## src/rtl/core/descending_sort_engine_top_macros.svh

```systemverilog
// Assertion helpers, clocked on i_clk, disabled while i_rst_n is low.
`ifndef DESCENDING_SORT_ENGINE_TOP_MACROS_SVH
`define DESCENDING_SORT_ENGINE_TOP_MACROS_SVH

// Same-cycle implication.
`define DSE_ASSERT_NOW(lbl, ante, cons, msg) \
    lbl: assert property (@(posedge i_clk) disable iff (!i_rst_n) (ante) |-> (cons)) \
        else $error(msg);

// Next-cycle implication.
`define DSE_ASSERT_NEXT(lbl, ante, cons, msg) \
    lbl: assert property (@(posedge i_clk) disable iff (!i_rst_n) (ante) |=> (cons)) \
        else $error(msg);

`endif

```

## src/rtl/core/dse_pkg.sv

```systemverilog
`default_nettype none
package dse_pkg;

    localparam int DATA_W = 32;

    localparam logic ST_LOAD = 1'b0;
    localparam logic ST_EMIT = 1'b1;

    typedef struct packed {
        logic insert;
        logic pop;
    } t_cell_ctrl;

endpackage
`default_nettype wire

```

## src/rtl/core/dse_cell.sv

```systemverilog
`default_nettype none
module dse_cell
    import dse_pkg::*;
(
    input  wire                      i_clk,
    input  wire                      i_rst_n,
    input  wire t_cell_ctrl          i_ctrl,
    input  wire signed [DATA_W-1:0]  i_new_value,
    input  wire signed [DATA_W-1:0]  i_left_value,
    input  wire                      i_left_valid,
    input  wire                      i_left_gt,
    input  wire signed [DATA_W-1:0]  i_right_value,
    input  wire                      i_right_valid,
    output logic signed [DATA_W-1:0] o_value,
    output logic                     o_valid,
    output logic                     o_gt
);

    logic signed [DATA_W-1:0] r_value;
    logic signed [DATA_W-1:0] n_value;
    logic                     r_valid;
    logic                     n_valid;

    // empty cell ranks below any value
    assign o_gt    = !r_valid || (i_new_value > r_value);
    assign o_value = r_value;
    assign o_valid = r_valid;

    always_comb begin
        n_value = r_value;
        n_valid = r_valid;
        if (i_ctrl.pop) begin
            n_value = i_right_value;
            n_valid = i_right_valid;
        end else if (i_ctrl.insert) begin
            if (i_left_gt && i_left_valid) begin
                // left neighbor evicts its value to us
                n_value = i_left_value;
                n_valid = 1'b1;
            end else if (o_gt && !i_left_gt) begin
                n_value = i_new_value;
                n_valid = 1'b1;
            end
        end
    end

    always_ff @(posedge i_clk) begin
        if (!i_rst_n) begin
            r_valid <= 1'b0;
        end else begin
            r_valid <= n_valid;
        end
    end

    always_ff @(posedge i_clk) begin
        r_value <= n_value;
    end

endmodule
`default_nettype wire

```

## src/rtl/core/descending_sort_engine_top.sv

```systemverilog
// Loading: one item per cycle, inserted into the sorted cell chain in the cycle it is taken;
// an item taken while the chain is full is dropped and sets the overflow flag. The first
// result is offered in the cycle after the item marked last is accepted. Emitting: one
// result per cycle while i_ready is high, one per stored value; input is held off meanwhile.
// Synchronous active-low reset empties the chain and clears the overflow flag.
`default_nettype none
`include "descending_sort_engine_top_macros.svh"
module descending_sort_engine_top
    import dse_pkg::*;
#(
    parameter int MAX_ITEMS = 16
) (
    input  wire                      i_clk,
    input  wire                      i_rst_n,
    input  wire                      i_valid,
    output logic                     o_ready,
    input  wire signed [DATA_W-1:0]  i_value,
    input  wire                      i_last,
    output logic                     o_valid,
    input  wire                      i_ready,
    output logic signed [DATA_W-1:0] o_sorted_value,
    output logic                     o_last_out,
    output logic                     o_overflow
);

    logic                     r_state;
    logic                     n_state;
    logic                     r_overflow;
    logic                     n_overflow;
    logic                     w_in_acc;
    logic                     w_out_acc;
    logic                     w_set_done;
    logic                     w_full;
    t_cell_ctrl               w_ctrl;
    logic signed [DATA_W-1:0] w_value [MAX_ITEMS];
    logic                     w_valid [MAX_ITEMS];
    logic                     w_gt    [MAX_ITEMS];

    assign o_ready    = (r_state == ST_LOAD);
    assign o_valid    = (r_state == ST_EMIT);
    assign w_in_acc   = i_valid && o_ready;
    assign w_out_acc  = o_valid && i_ready;
    assign w_set_done = w_out_acc && o_last_out;
    assign w_full     = w_valid[MAX_ITEMS-1];

    assign w_ctrl.insert = w_in_acc && !w_full;
    assign w_ctrl.pop    = w_out_acc;

    assign o_sorted_value = w_value[0];
    assign o_last_out     = w_valid[0] && !w_valid[1];
    assign o_overflow     = r_overflow;

    genvar gi;
    generate
        for (gi = 0; gi < MAX_ITEMS; gi++) begin : g_cell
            logic signed [DATA_W-1:0] w_l_value;
            logic                     w_l_valid;
            logic                     w_l_gt;
            logic signed [DATA_W-1:0] w_r_value;
            logic                     w_r_valid;

            if (gi == 0) begin : g_head
                assign w_l_value = '0;
                assign w_l_valid = 1'b0;
                assign w_l_gt    = 1'b0;
            end else begin : g_body
                assign w_l_value = w_value[gi-1];
                assign w_l_valid = w_valid[gi-1];
                assign w_l_gt    = w_gt[gi-1];
            end

            if (gi == MAX_ITEMS - 1) begin : g_tail
                assign w_r_value = '0;
                assign w_r_valid = 1'b0;
            end else begin : g_inner
                assign w_r_value = w_value[gi+1];
                assign w_r_valid = w_valid[gi+1];
            end

            dse_cell u_cell (
                .i_clk         (i_clk),
                .i_rst_n       (i_rst_n),
                .i_ctrl        (w_ctrl),
                .i_new_value   (i_value),
                .i_left_value  (w_l_value),
                .i_left_valid  (w_l_valid),
                .i_left_gt     (w_l_gt),
                .i_right_value (w_r_value),
                .i_right_valid (w_r_valid),
                .o_value       (w_value[gi]),
                .o_valid       (w_valid[gi]),
                .o_gt          (w_gt[gi])
            );
        end
    endgenerate

    always_comb begin
        n_state    = r_state;
        n_overflow = r_overflow;
        case (r_state)
            ST_LOAD: begin
                if (w_in_acc) begin
                    if (w_full) begin
                        n_overflow = 1'b1;
                    end
                    if (i_last) begin
                        n_state = ST_EMIT;
                    end
                end
            end
            ST_EMIT: begin
                if (w_set_done) begin
                    n_state    = ST_LOAD;
                    n_overflow = 1'b0;
                end
            end
            default: begin
                n_state = ST_LOAD;
            end
        endcase
    end

    always_ff @(posedge i_clk) begin
        if (!i_rst_n) begin
            r_state    <= ST_LOAD;
            r_overflow <= 1'b0;
        end else begin
            r_state    <= n_state;
            r_overflow <= n_overflow;
        end
    end

    `DSE_ASSERT_NOW(a_emit_has_data, o_valid, w_valid[0], "emitting from an empty chain")
    `DSE_ASSERT_NEXT(a_load_after_set, w_set_done, o_ready && !w_valid[0], "set not cleared")
    `DSE_ASSERT_NOW(a_ovf_only_full, r_overflow && o_ready, w_full, "overflow with free cells")
    `DSE_ASSERT_NOW(a_chain_packed, w_valid[1], w_valid[0], "hole at head of chain")

endmodule
`default_nettype wire
```

## config.mk

```make
export PLATFORM = sky130hd
export DESIGN_NAME = descending_sort_engine_top
export DESIGN_NICKNAME = d
export VERILOG_FILES = /design/src/rtl/core/dse_pkg.sv /design/src/rtl/core/dse_cell.sv /design/src/rtl/core/descending_sort_engine_top.sv
export VERILOG_INCLUDE_DIRS = /design/src /design/src/rtl/core
export SDC_FILE = /design/constraint.sdc
export NUM_CORES = 2
export LEC_CHECK = 0
export ABC_AREA = 1
export BUFFER_PORTS_ARGS = -buffer_cell sky130_fd_sc_hd__buf_2
export CAP_MARGIN = 20
export CORE_MARGIN = 5
export CORE_UTILIZATION = 45
export DETAILED_ROUTE_END_ITERATION = 10
export GPL_TIMING_DRIVEN = 1
export PLACE_DENSITY_LB_ADDON = 0.25
export SYNTH_ARGS = -nofsm -noshare
export SYNTH_HDL_FRONTEND = slang
export SYNTH_SLANG_ARGS = --single-unit
```

## constraint.sdc

```tcl
create_clock -name i_clk -period 9.3 [get_ports i_clk]
set_clock_uncertainty 0.05 [all_clocks]
set_input_delay 0.465 -clock i_clk [delete_from_list [all_inputs] [get_ports i_clk]]
set_output_delay 0.465 -clock i_clk [all_outputs]
set_load 0.01 [all_outputs]
```

==> results by group <==
Route
  – Via/cell ratio: 5.532
  – Detail Route Antenna Nets: 0
  – Remaining DRCs: 0
  – First-pass iteration count of the detailed router: 6
  – Initial drt markers: 3062
  – Drt wl/cell: 18.55 um
  – Vias: 32.98k
  – Routed Wire Length: 110600 um

Floorplanning
  – Core box area: around 0.085 mm2
  – Ports: 73
  – Die width: 303.2 um
  – Die area: 0.09195 mm2
  – Chip Height: slightly above 300 um
  – Starting Density: 45.37%
  – Site row count: 107

Timing
  – Final Max Slew Viols: 0
  – Hold slack final: 0.06313 ns
  – Post-layout min period: ~4.1 ns
  – Peak Freq: 0.2460 GHz
  – Slew HR: a little over a quarter
  – Final Hold Vio Count: 0
  – RSZ-0062 raised after global routing: false
  – Slew @ Worst Pin: 1.092 ns
  – Final setup TNS: 0 ns
  – Setup violators final: 0
  – Final Cycle Share: 43.71%

Placement
  – I/O Buffers: slightly above 70
  – DP Wirelength: 80760 um
  – Placer Congestion: 0.8673

Worst hold path
  – Worst Hold Depth: 3
  – Worst Hold Class: primary input to flip-flop
  – Hold Path End: o_overflow
  – Hold_sp: i_valid

Setup path
  – CP peak stage delay: 0.85 ns
  – Worst r2r src: o_valid
  – CP max FO: 93
  – Buf+Inv Stages, Crit Path: 3
  – CP Launch Type: flip-flop
  – Worst EP required: 9.59 ns
  – Worst R2R End: g_cell[14].u_cell.o_value[21]
  – Setup crit end kind: flip-flop
  – Reg2Reg Setup Slack: 5.24 ns
  – Setup Crit Path Kind: flip-flop to flip-flop
  – Family with the most delay on the worst path: buffers and inverters
  – Critical path's slowest cell: buf_4
  – CP arrival: 4.36 ns
  – FF-to-FF path depth: 5
  – CP most frequent cell: buf_4
  – Crit path cell chain: nand2_4 -> buf_4 -> buf_4 -> buf_4 -> o21ai_0

CTS
  – CTS tree: built
  – CTS root buffer: clkbuf_16
  – CTS buffer count: 61
  – Post-cts sizing count: 0
  – Hold_buf cts: 0
  – Clock buffer depth: 3
  – Setup Buffers After CTS: 0
  – CTS HTree Levels: 2
  – Clock Latency Late Sink: 0.64 ns
  – Clock sinks: 530
  – Worst-path clk slew: approximately 0.06 ns

Global routing
  – GR met1 Demand/Resource: 33.59%
  – Global-route wire length before repair: 171900 um
  – M3 GR Usage: roughly 2.8%
  – Overall global routing resource usage: 23.45%
  – Top Usage Layer GRT: met2
  – Total gr overflow: 0
  – M2 GR Usage: 38.17%
  – Largest net degree at the start of global routing: around 170
  – Initial antenna violation count: 0
  – Vias in the first global route: 30.91k

Synth
  – Seq cells post-synth: 530
  – Seq/Total Area, Yosys: between 30 and 40%
  – Mapped Cells: approximately 4.8k
  – Ys Warns: 0
  – Mapped cell area: ~0.039 mm2
  – Syn nets: 5349
  – Mean Syn Cell Area: between 8 and 9 um2
  – Post-synth cell types: 29

Power and ir drop
  – Max VDD drop: about 0.17 mV
  – Power density over the cells: between 150 and 200 mW/mm2
  – Leakage: 18.78 nW

Cells and area
  – Ant. Diodes: 0
  – Layout cells sized above 1: approximately 5.1%
  – Fill cells: 8243
  – Net count, final: 5281
  – Area Growth Syn to Fin: 7.674%

Run status
  – Outcome: finished clean

Flow run
  – Max cap viols: 0
[state kept, by name, indices dropped and copies added, names as in the netlist]
| register | flops |
|---|---|
| o_valid | 1 |
| g_cell.u_cell.o_valid | 16 |
| o_overflow | 1 |
| g_cell.u_cell.o_value | 512 |
[synth_stat cells]
cell | instances | area, um2
nor2_2 | 1 | 6.260
a21o_1 | 17 | 127.6
nand4_1 | 56 | 350.3
buf_6 | 21 | 236.5
a21boi_0 | 1 | 7.510
nor3_1 | 7 | 35.03
nor2_1 | 165 | 619.3
buf_1 | 38 | 142.6
nor3b_2 | 2 | 25.02
nand3_1 | 107 | 535.5
dfxtp_1 | 50 | 1001
inv_2 | 1 | 3.750
o21bai_1 | 2 | 15.01
o21ai_0 | 805 | 4029
clkbuf_2 | 7 | 35.03
o21ai_1 | 178 | 890.9
inv_1 | 754 | 2830
ha_1 | 480 | 6006
clkbuf_1 | 150 | 563.0
o221ai_1 | 1 | 8.760
buf_2 | 28 | 140.1
nand2_2 | 2 | 12.51
edfxtp_1 | 480 | 14410
a21oi_1 | 680 | 3403
o21a_1 | 27 | 202.7
nand2_1 | 737 | 2766
a21oi_2 | 18 | 157.7
o211ai_1 | 1 | 7.510
buf_4 | 16 | 120.1
[worst min-delay path, stage by stage]
cell and delay [ns]:
buf_2 0.11, nand3_1 0.07, a21oi_1 0.06
[cell usage in the layout (no fill, tap or decap), types with 2 or more instances in the layout]
cell	Yosys	routed
nand3_1	107	107
a21oi_2	18	18
clkinv_1	0	13
dfxtp_1	50	50
buf_2	28	72
o21bai_1	2	2
nand2_1	737	736
nand2_2	2	2
clkbuf_1	150	13
o21a_1	27	27
buf_4	16	55
a21oi_1	680	680
clkbuf_8	0	9
ha_1	480	480
nor3b_2	2	2
nor2_2	1	2
nand4_1	56	56
clkbuf_16	0	63
nor3_1	7	7
inv_1	754	754
o21ai_1	178	178
clkinv_2	0	13
nor2_1	165	164
o21ai_0	805	804
a21o_1	17	17
clkinvlp_4	0	2
edfxtp_1	480	480
[layer usage]
metal	share of wire (%)	vias up
met5	0	-
met4	2.3	0
met3	6.6	151
met2	45	1018
met1	46	15380
li1	-	16430
[power breakdown]
group,internal [mW],switching (mW)
Clock,1.33,1.03
Sequential,2.85,0.0891
Combinational,0.460,0.916
Total,4.64,2.04
[worst max-delay path by stage]
stage	from	to	slack [ns]	cells after the start
floorplan	i_value[0]	g_cell[0].u_cell.o_value[0]	4.35	19
global placement	i_value[14]	g_cell[15].u_cell.o_value[10]	5.02	16
detailed placement	i_value[5]	g_cell[1].u_cell.o_value[6]	4.97	19
CTS	o_valid	g_cell[13].u_cell.o_value[18]	5.28	5
global route	o_valid	g_cell[14].u_cell.o_value[18]	4.93	5
finish	o_valid	g_cell[14].u_cell.o_value[21]	5.24	5
[kinds of logic after synthesis]
| family | Yosys count | synth area share (%) |
|---|---|---|
| and+or+nand+nor | 1077 | 11.24 |
| buffers and inverters | 1015 | 10.52 |
| adders and majority gates | 480 | 15.52 |
| DFF | 530 | 39.84 |
| AOI/OAI and AO/OA | 1730 | 22.87 |
[metrics by stage]
step                setup slack, ns  cells  power, mW  area, um2  util (%)
floorplan                     4.346   4832      3.926      38690         -
global placement              5.021   5844      4.308      39710     46.56
detailed placement            4.968   5844      4.351      39710     46.56
CTS                           5.284   5960      6.714      41630     48.82
global route                  4.934   5961      7.045      41660     48.85
finish                        5.235   5961      6.682      41660     48.85
[layout make-up]
| class | instances | area (um2) | area share (%) |
|---|---|---|---|
| sequential | 530 | 15410 | 37.00 |
| tap | 1144 | 1431 | 3.436 |
| multi-input combinational | 3287 | 19230 | 46.15 |
| inverter | 755 | 2841 | 6.820 |
| clock buffer | 85 | 1749 | 4.199 |
| timing repair buffer | 129 | 820.8 | 1.970 |
| clock inverter | 31 | 176.4 | 0.4235 |
Note: power is estimated with default switching activity, not from simulation.
